### src/sv/smeu_pkg.sv
// ----------------------------------------------------------------------------
// smeu_pkg: shared types and constants of the stack machine execute unit
// opcodes, status codes, widths and the arithmetic unit interface structs
// ----------------------------------------------------------------------------
`default_nettype none
package smeu_pkg;

  localparam int unsigned StackDepth = 512;
  localparam int unsigned AddrW      = $clog2(StackDepth);
  localparam int unsigned CountW     = $clog2(StackDepth + 1);
  localparam int unsigned WordW      = 32;
  localparam int unsigned DepthW     = 10;

  typedef enum logic [3:0] {
    OpPush = 4'd0, OpAdd = 4'd1, OpSub = 4'd2, OpMul = 4'd3, OpDiv = 4'd4,
    OpMod  = 4'd5, OpDup = 4'd6, OpSwap = 4'd7, OpOver = 4'd8, OpPop = 4'd9,
    OpHalt = 4'd10, OpEq = 4'd11, OpLt = 4'd12, OpGt = 4'd13
  } opcode_e;

  typedef enum logic [2:0] {
    StRun = 3'd0, StHalt = 3'd1, StOver = 3'd2, StUnder = 3'd3,
    StDivZ = 3'd4, StBad = 3'd5
  } status_e;

  // request to the shared arithmetic unit
  typedef struct packed {
    logic             start;
    logic [3:0]       op;
    logic [WordW-1:0] sec;
    logic [WordW-1:0] top;
  } alu_req_t;

  // response of the shared arithmetic unit
  typedef struct packed {
    logic             done;
    logic [WordW-1:0] result;
  } alu_rsp_t;

endpackage
`default_nettype wire

### src/sv/smeu_alu.sv
// ----------------------------------------------------------------------------
// smeu_alu: shared arithmetic unit
// add, sub and compares straight from idle; mul (2 bits a step);
// restoring division on magnitudes with sign fix-up
// ----------------------------------------------------------------------------
`default_nettype none
module smeu_alu
  import smeu_pkg::*;
(
  input  wire logic     clk_i,
  input  wire logic     rst_ni,
  input  alu_req_t      req_i,
  output alu_rsp_t      rsp_o
);

  typedef enum logic [3:0] {
    SIdle = 4'b0001, SMul = 4'b0010, SDiv = 4'b0100, SFix = 4'b1000
  } state_e;

  state_e           state_q, state_d;
  logic [3:0]       op_q, op_d;
  logic [5:0]       cnt_q, cnt_d;
  logic [WordW-1:0] a_q, a_d;       // multiplicand / quotient shifter
  logic [WordW-1:0] b_q, b_d;       // multiplier / divisor magnitude
  logic [WordW-1:0] acc_q, acc_d;   // product / partial remainder
  logic             sa_q, sa_d, sb_q, sb_d;
  logic             done_q, done_d;
  logic [WordW-1:0] res_q, res_d;
  logic [WordW:0]   trial;
  logic [WordW-1:0] mag_s, mag_t, quo, rem;

  always_comb begin
    mag_s = req_i.sec[WordW-1] ? (~req_i.sec + 1'b1) : req_i.sec;
    mag_t = req_i.top[WordW-1] ? (~req_i.top + 1'b1) : req_i.top;
    trial = {acc_q, a_q[WordW-1]} - {1'b0, b_q};
    quo   = (sa_q ^ sb_q) ? (~a_q + 1'b1) : a_q;
    rem   = sa_q ? (~acc_q + 1'b1) : acc_q;
  end

  always_comb begin
    state_d = state_q; op_d = op_q; cnt_d = cnt_q;
    a_d = a_q; b_d = b_q; acc_d = acc_q; sa_d = sa_q; sb_d = sb_q;
    done_d = 1'b0; res_d = res_q;
    unique case (state_q)
      SIdle: begin
        if (req_i.start) begin
          op_d = req_i.op;
          priority case (req_i.op)
            OpAdd: begin res_d = req_i.sec + req_i.top; done_d = 1'b1; end
            OpSub: begin res_d = req_i.sec - req_i.top; done_d = 1'b1; end
            OpEq: begin
              res_d = {{(WordW-1){1'b0}}, req_i.sec == req_i.top}; done_d = 1'b1;
            end
            OpLt: begin
              res_d = {{(WordW-1){1'b0}}, $signed(req_i.sec) < $signed(req_i.top)};
              done_d = 1'b1;
            end
            OpGt: begin
              res_d = {{(WordW-1){1'b0}}, $signed(req_i.sec) > $signed(req_i.top)};
              done_d = 1'b1;
            end
            OpMul: begin
              a_d = req_i.sec; b_d = req_i.top; acc_d = '0; cnt_d = 6'd16;
              state_d = SMul;
            end
            default: begin
              a_d = mag_s; b_d = mag_t; acc_d = '0; cnt_d = 6'd32;
              sa_d = req_i.sec[WordW-1]; sb_d = req_i.top[WordW-1];
              state_d = SDiv;
            end
          endcase
        end
      end
      SMul: begin
        // two multiplier bits per step, low bits first
        acc_d = acc_q + (b_q[0] ? a_q : '0) + (b_q[1] ? {a_q[WordW-2:0], 1'b0} : '0);
        a_d   = {a_q[WordW-3:0], 2'b00};
        b_d   = {2'b00, b_q[WordW-1:2]};
        cnt_d = cnt_q - 6'd1;
        if (cnt_q == 6'd1) begin
          res_d = acc_d; done_d = 1'b1; state_d = SIdle;
        end
      end
      SDiv: begin
        if (!trial[WordW]) begin
          acc_d = trial[WordW-1:0];
          a_d   = {a_q[WordW-2:0], 1'b1};
        end else begin
          acc_d = {acc_q[WordW-2:0], a_q[WordW-1]};
          a_d   = {a_q[WordW-2:0], 1'b0};
        end
        cnt_d = cnt_q - 6'd1;
        if (cnt_q == 6'd1) state_d = SFix;
      end
      SFix: begin
        res_d = (op_q == OpDiv) ? quo : rem;
        done_d = 1'b1; state_d = SIdle;
      end
      default: state_d = SIdle;
    endcase
  end

  always_ff @(posedge clk_i or negedge rst_ni) begin
    if (!rst_ni) begin
      state_q <= SIdle;
      done_q  <= 1'b0;
    end else begin
      state_q <= state_d;
      done_q  <= done_d;
    end
  end

  always_ff @(posedge clk_i) begin
    op_q <= op_d; cnt_q <= cnt_d; a_q <= a_d; b_q <= b_d; acc_q <= acc_d;
    sa_q <= sa_d; sb_q <= sb_d; res_q <= res_d;
  end

  assign rsp_o.done   = done_q;
  assign rsp_o.result = res_q;

endmodule
`default_nettype wire

### config.mk
export PLATFORM = sky130hd
export DESIGN_NAME = smeu_alu
export DESIGN_NICKNAME = d
export VERILOG_FILES = /design/src/sv/smeu_pkg.sv /design/src/sv/smeu_alu.sv
export SDC_FILE = /design/constraint.sdc
export NUM_CORES = 1
export LEC_CHECK = 0
export BUFFER_PORTS_ARGS = -buffer_cell sky130_fd_sc_hd__buf_2
export CORE_AREA = 2 2 192 212
export CTS_CLUSTER_DIAMETER = 40
export DETAILED_ROUTE_END_ITERATION = 6
export DIE_AREA = 0 0 194 214
export GPL_TIMING_DRIVEN = 0
export PLACE_DENSITY = 0.63
export SYNTH_ARGS = -nofsm -noshare
export SYNTH_HDL_FRONTEND = slang
export SYNTH_SLANG_ARGS = --single-unit
### constraint.sdc
create_clock -name clk_i -period 4.3 [get_ports clk_i]
set_clock_uncertainty 0.05 [all_clocks]
set_input_delay 0.645 -clock clk_i [delete_from_list [all_inputs] [get_ports clk_i]]
set_output_delay 0.645 -clock clk_i [all_outputs]
set_load 0.1 [all_outputs]
# After elaboration in Yosys (flattened, before gate mapping)
# Index checks and enable logic that the tools add are counted.
[classes] n_addsub=10 magnitude_cmp=2 n_eq_ne=18 mux=34 n_bitwise=6 n_reduce_logical=14
[ops] cell="2-to-1 mux 32 bit" count=14
[ops] cell="one-hot mux 32 bit (3 select lines)" count=3
[ops] cell="one-hot mux 32 bit (2 select lines)" count=3
[ops] cell="one-hot mux 32 bit (5 select lines)" count=1
[ops] cell="adder 32 x 1 -> 32 bit (second input constant)" count=4
[ops] cell="inverter 32 bit" count=4
[ops] cell="adder 32 bit" count=3
[ops] cell="subtractor 33 x 32 -> 33 bit" count=1
[ops] cell="== test 32 bit" count=1
[ops] cell="> comparator 32 bit" count=1
[ops] cell="less-than comparator 32 bit" count=1
[ops] cell="subtractor 32 bit" count=1
[ops] cell="one-hot mux 6 bit (2 select lines)" count=2
[ops] cell="== test 4 bit (second input constant)" count=4
[ops] cell="== test 4 x 2 -> 1 bit (second input constant)" count=3
[ops] cell="2-to-1 mux 4 bit" count=3
[ops] cell="one-hot mux 4 bit (3 select lines)" count=1
[ops] cell="AND reduction 3 bit" count=4
[ops] cell="== test 4 x 1 -> 1 bit (second input constant)" count=2
[ops] cell="== test 4 x 3 -> 1 bit (second input constant)" count=2
[ops] cell="!= test 2 bit (second input constant)" count=4
[ops] cell="one-hot mux 4 bit (2 select lines)" count=1
[ops] cell="AND reduction 4 bit" count=2
[ops] cell="== test 6 x 1 -> 1 bit (second input constant)" count=1
[ops] cell="other kinds (13)" count=18
[word_totals] reg_bits=145 in_bits=71 output_inout_bits=33 word_cells=94

# Depth between registers and ports, before layout
[logic_depth] depth_word=6 depth_mapped=17 ltp_nobuf=16

# Worst setup path after synthesis
# OpenSTA, ideal clock, no wires.
[synth_path] path_kind="input to register" start="in req_i[67] in the netlist's numbering" end="reg a_q[0] (enable)" setup_time_ps=498 arrival_ps=4591 required_time_ps=3752 slack_ps=-839 path_stages=8 path_buffers=1 cell_sequence="clkbuf_1 > xnor2_1 > a21oi_1 > o21a_1 > nand4b_1 > a21oi_1 > a21oi_1 > nor2_1"
[synth_between] elab_chain_len=4 word_cells_on_any_way=8 classes_between="6 x eq/ne; 2 x reduce/logical"
[synth_rtl] element="start, declared" line_no="smeu_alu.sv:12" text="input alu_req_t req_i,"
[synth_rtl] element="== test 4 bit (tied with other cells)" line_no="smeu_alu.sv:48" text="priority case (req_i.op)"
[synth_rtl] element="OR reduction 5 bit (no source line) (*)"
[synth_rtl] element="!= test 2 bit (no source line) (*)"
[synth_rtl] element="AND reduction 3 bit (no source line) (*)"
[synth_rtl] element="end signal, assigned" line_no="smeu_alu.sv:114" text="op_q <= op_d; cnt_q <= cnt_d; a_q <= a_d; b_q <= b_d; acc_q <= acc_d;"
[synth_rtl] element="end, declared" line_no="smeu_alu.sv:23" text="logic [WordW-1:0] a_q, a_d;"
# Mark *: on every way between the ends. The rest lies on a longest branch, timed or not.
# A chain may end at the register's enable or synchronous reset.

# Worst setup path in the final report
[layout_path] start="reg b_q[1]" end="reg res_q[30], data pin"
[layout_between] elab_chain_len=4
[layout_rtl] element="start, declared" line_no="smeu_alu.sv:24" text="logic [WordW-1:0] b_q, b_d;"
[layout_rtl] element="start signal, assigned" line_no="smeu_alu.sv:114"
[layout_rtl] element="2-to-1 mux 32 bit" line_no="smeu_alu.sv:76" text="acc_d = acc_q + (b_q[0] ? a_q : '0) + (b_q[1] ? {a_q[WordW-2:0], 1'b0} : '0);"
[layout_rtl] element="adder 32 bit" line_no="smeu_alu.sv:76"
[layout_rtl] element="2-to-1 mux 32 bit" line_no="smeu_alu.sv:80" text="if (cnt_q == 6'd1) begin"
[layout_rtl] element="one-hot mux 32 bit (3 select lines)" line_no="smeu_alu.sv:44" text="unique case (state_q)"
[layout_rtl] element="via res_d[30]" line_no="smeu_alu.sv:28" text="logic [WordW-1:0] res_q, res_d;"
[layout_rtl] element="end signal, assigned" line_no="smeu_alu.sv:115" text="sa_q <= sa_d; sb_q <= sb_d; res_q <= res_d;"
[layout_rtl] element="end, declared" line_no="smeu_alu.sv:28"
# The timed path passes the listed nets, and every way through them passes these cells. The select of a mux whose other input is x is not followed.

==> results.cfg <==
[yosys]
synthCells = 2082
synth_seq_cells = 145
ys_seq_area_share_pct = 25.29
yosys_warnings = 0
synth_cell_type_count = 78
synth_edf_count = 140
synth_flop_cell = edfxtp_1
async_reset_ff_share_pct = 3.448
synth_area_mm2 = 0.01712
syn_avg_cell_area_um2 = 8.224
syn-num-nets = 2320

[worst_hold_path]
hp-class = in2reg

[timing]
slew_violations = 0
setup_violations = 1
max_freq_mhz = 226.7
fin_ws_ps = -111.1
worst_pin_slew_ps = 1229
min_period_over_period_pct = 102.6
period_needed_ps = 4411
rsz0062_at_grt = yes
finalHoldViolCount = 0
slew_headroom_pct = 17.85

[job]
cap_violations = 0

[routing]
drc = 0
ant_nets = 0
dr.first_iter.drc_count = 1514
drtPass1Iterations = 6
wire_per_inst_um = 23.83
avgViaCountPerCell = 6.161
vias = 16920
finalWirelength_um = 65470

[layout]
final_cell_mix = o21ai_0 (168), a21oi_1 (162), nand2_1 (152)
nets = 2466
drive_gt1_share_pct = 11.07
final_common_cell = o21ai_0
syn_to_final_growth_pct = 14.45
antennaDiodeCount = 0
fin_cells = 2747
fin_area_mm2 = 0.01960

[global_routing]
grt_max_degree = 35
first_global_vias = 16230
grt_pass1_wl_um = 97190
grt_use_total_pct = 30.84
antenna_found_initial = 2
overflow = 0

[clocking]
h-tree-depth = 4
cts_tree = yes
clk_latency_ps = 460
cts_buffers = 17
ctsRootBufferMaster = clkbuf_16
clkSlewWorstSetupHoldPaths_ps = 70
cts_buffer_depth = 2
cts_num_sinks = 145

[setup_path]
critPathRequiredTime_ps = 4460
worst_setup_path_start_kind = register
arrival_ps = 4570
critPathKind = reg2reg
path_max_fanout = 7
cp-end-kind = register

[power]
seqPwrFrac_pct = 21.7
pwr-share-comb_pct = 63.8
p_sw_share_pct = 48.16
power_density_mw_per_mm2 = 599.4
irDropWorstVdd_v = 0.0003728
power.internal_mw = 6.090
power.switching_mw = 5.657
total_power_mw = 11.75
clkPwrFrac_pct = 14.5
p_leak_nw = 7.826

[die]
num_io_pins = 104
initial_core_util_pct = 43.70
fp.dieW_um = 194
coreArea_mm2 = 0.03918
placementRows = 76
dieArea_mm2 = 0.04152
die-height_um = 214

[placed_design]
io_buffers = 103
dp.cells = 2698
dpl-instance-area_mm2 = 0.01842
place.gp.congestion = 0.9737
hpwl_um = 53490

[status]
status = finished, violations left
violations = setup timing
==> cell type report <==
type / count / area (µm²)
Buffer: 104 / 430.4
Clock buffer: 18 / 429.2
Clock inverter: 13 / 207.7
Fill cell: 3887 / 19580
Inverter: 136 / 518.0
Multi-Input combinational cell: 1694 / 12250
Sequential cell: 145 / 4330
Tap cell: 507 / 634.4
Timing Repair Buffer: 130 / 794.5
==> cell families after synthesis <==
logic type      share of synthesized area, %
buf+inv                                5.364
xor+xnor                               10.38
compound gates                         25.95
mux                                    2.002
simple gates                           17.31
fa+ha+maj                              13.69
flops                                  25.29
==> worst max-delay path, stage by stage (launching register included) <==
cell       delay [ps]
edfxtp_1          540
buf_8             210
buf_6             130
and2_4            130
fa_1              480
ha_4              190
a211o_1           280
a2111oi_4         450
o21ai_2           140
a221oi_4          350
o21ai_2           110
and3_4            220
a31oi_4           220
xor2_4            250
o22ai_1           110
a211o_1           280
==> Yosys cell counts, types with 11 or more instances <==
cell type  number  share of area, %
a211oi_1       12              0.53
a21o_1         39               1.7
a21oi_1       171               5.0
a221o_1        12              0.70
a22oi_1        37               1.6
a31oi_1        24              0.88
and2_1         64               2.3
clkbuf_1       96               2.1
edfxtp_1      140                25
fa_1           34               4.0
ha_1          133               9.7
inv_1         136               3.0
mux2i_1        32               1.9
nand2_1       155               3.4
nand2b_1       19              0.69
nand3_1        46               1.3
nand4_1        16              0.58
nor2_1        153               3.4
nor2b_1        18              0.66
nor3_1         40               1.2
nor4_1         17              0.62
o211ai_1       40               1.8
o21a_1         14              0.61
o21ai_0       173               5.1
o21bai_1       16              0.70
o221ai_1       17              0.87
o22ai_1        18              0.66
o31ai_1        36               1.6
o41ai_1        16              0.82
or3_1          18              0.66
or4_1          11              0.48
xnor2_1       144               7.4
xor2_1         59               3.0
==> final timing paths <==
kind                           start         end  slack (ps)  cells after the start
hold reg to reg               b_q[4]      b_q[2]         510                      2
setup / recovery              b_q[1]   res_q[30]        -110                     15
max in group asynchronous     rst_ni  state_q[0]        3500                      2
min in group asynchronous     rst_ni      done_q         480                      2
setup reg to reg              b_q[1]   res_q[30]        -110                     15
hold / removal             req_i[67]     op_q[3]         340                      1
==> power groups by stage <==
stage	Clock, mW	Combinational [mW]	Sequential [mW]
after floorplan	0	4.86	2.58
after global placement	0	6.49	2.58
after detailed placement	0	6.64	2.56
after CTS	1.72	7.05	2.53
after global routing	1.77	8.16	2.60
final	1.70	7.50	2.55
==> sequential cells by signal (all words and copies together) (netlist names) <==
signal / cells
op_q: 4
sb_q: 1
state_q: 4
sa_q: 1
done_q: 1
a_q: 32
res_q: 32
acc_q: 32
cnt_q: 6
b_q: 32
==> what timing repair did <==
item                                    CTS  global route
gates resized for setup                  45            43
setup buffers                            11             9
endpoints found under the setup margin   51            42
pin swaps                                14             9
hold endpoints to repair                  4             0
hold buffers                              1             0
==> per-layer routing <==
| metal | track usage, % | vias up | routed length [µm] |
|---|---|---|---|
| met5 | 0 | - | 13 |
| met4 | 12.50 | 2 | 2553 |
| met3 | 5.794 | 116 | 5128 |
| met2 | 49.21 | 720 | 29930 |
| met1 | 41.12 | 8163 | 27850 |
| li1 | - | 7923 | - |
==> stage by stage <==
| stage | util (%) | setup slack [ps] | hold slack, ps | TNS [ps] |
|---|---|---|---|---|
| finish | 50.02 | -111.1 | 339.0 | -111.1 |
| detailed placement | 47.03 | -1554 | 416.8 | -39170 |
| floorplan | - | 5.115 | 299.4 | 0 |
| CTS | 49.39 | -87.30 | 318.8 | -87.30 |
| global placement | 46.64 | -1566 | 410.1 | -202860 |
| global route | 50.02 | -222.3 | 328.2 | -398.4 |
No activity file was read; power rests on OpenSTA's default activity.
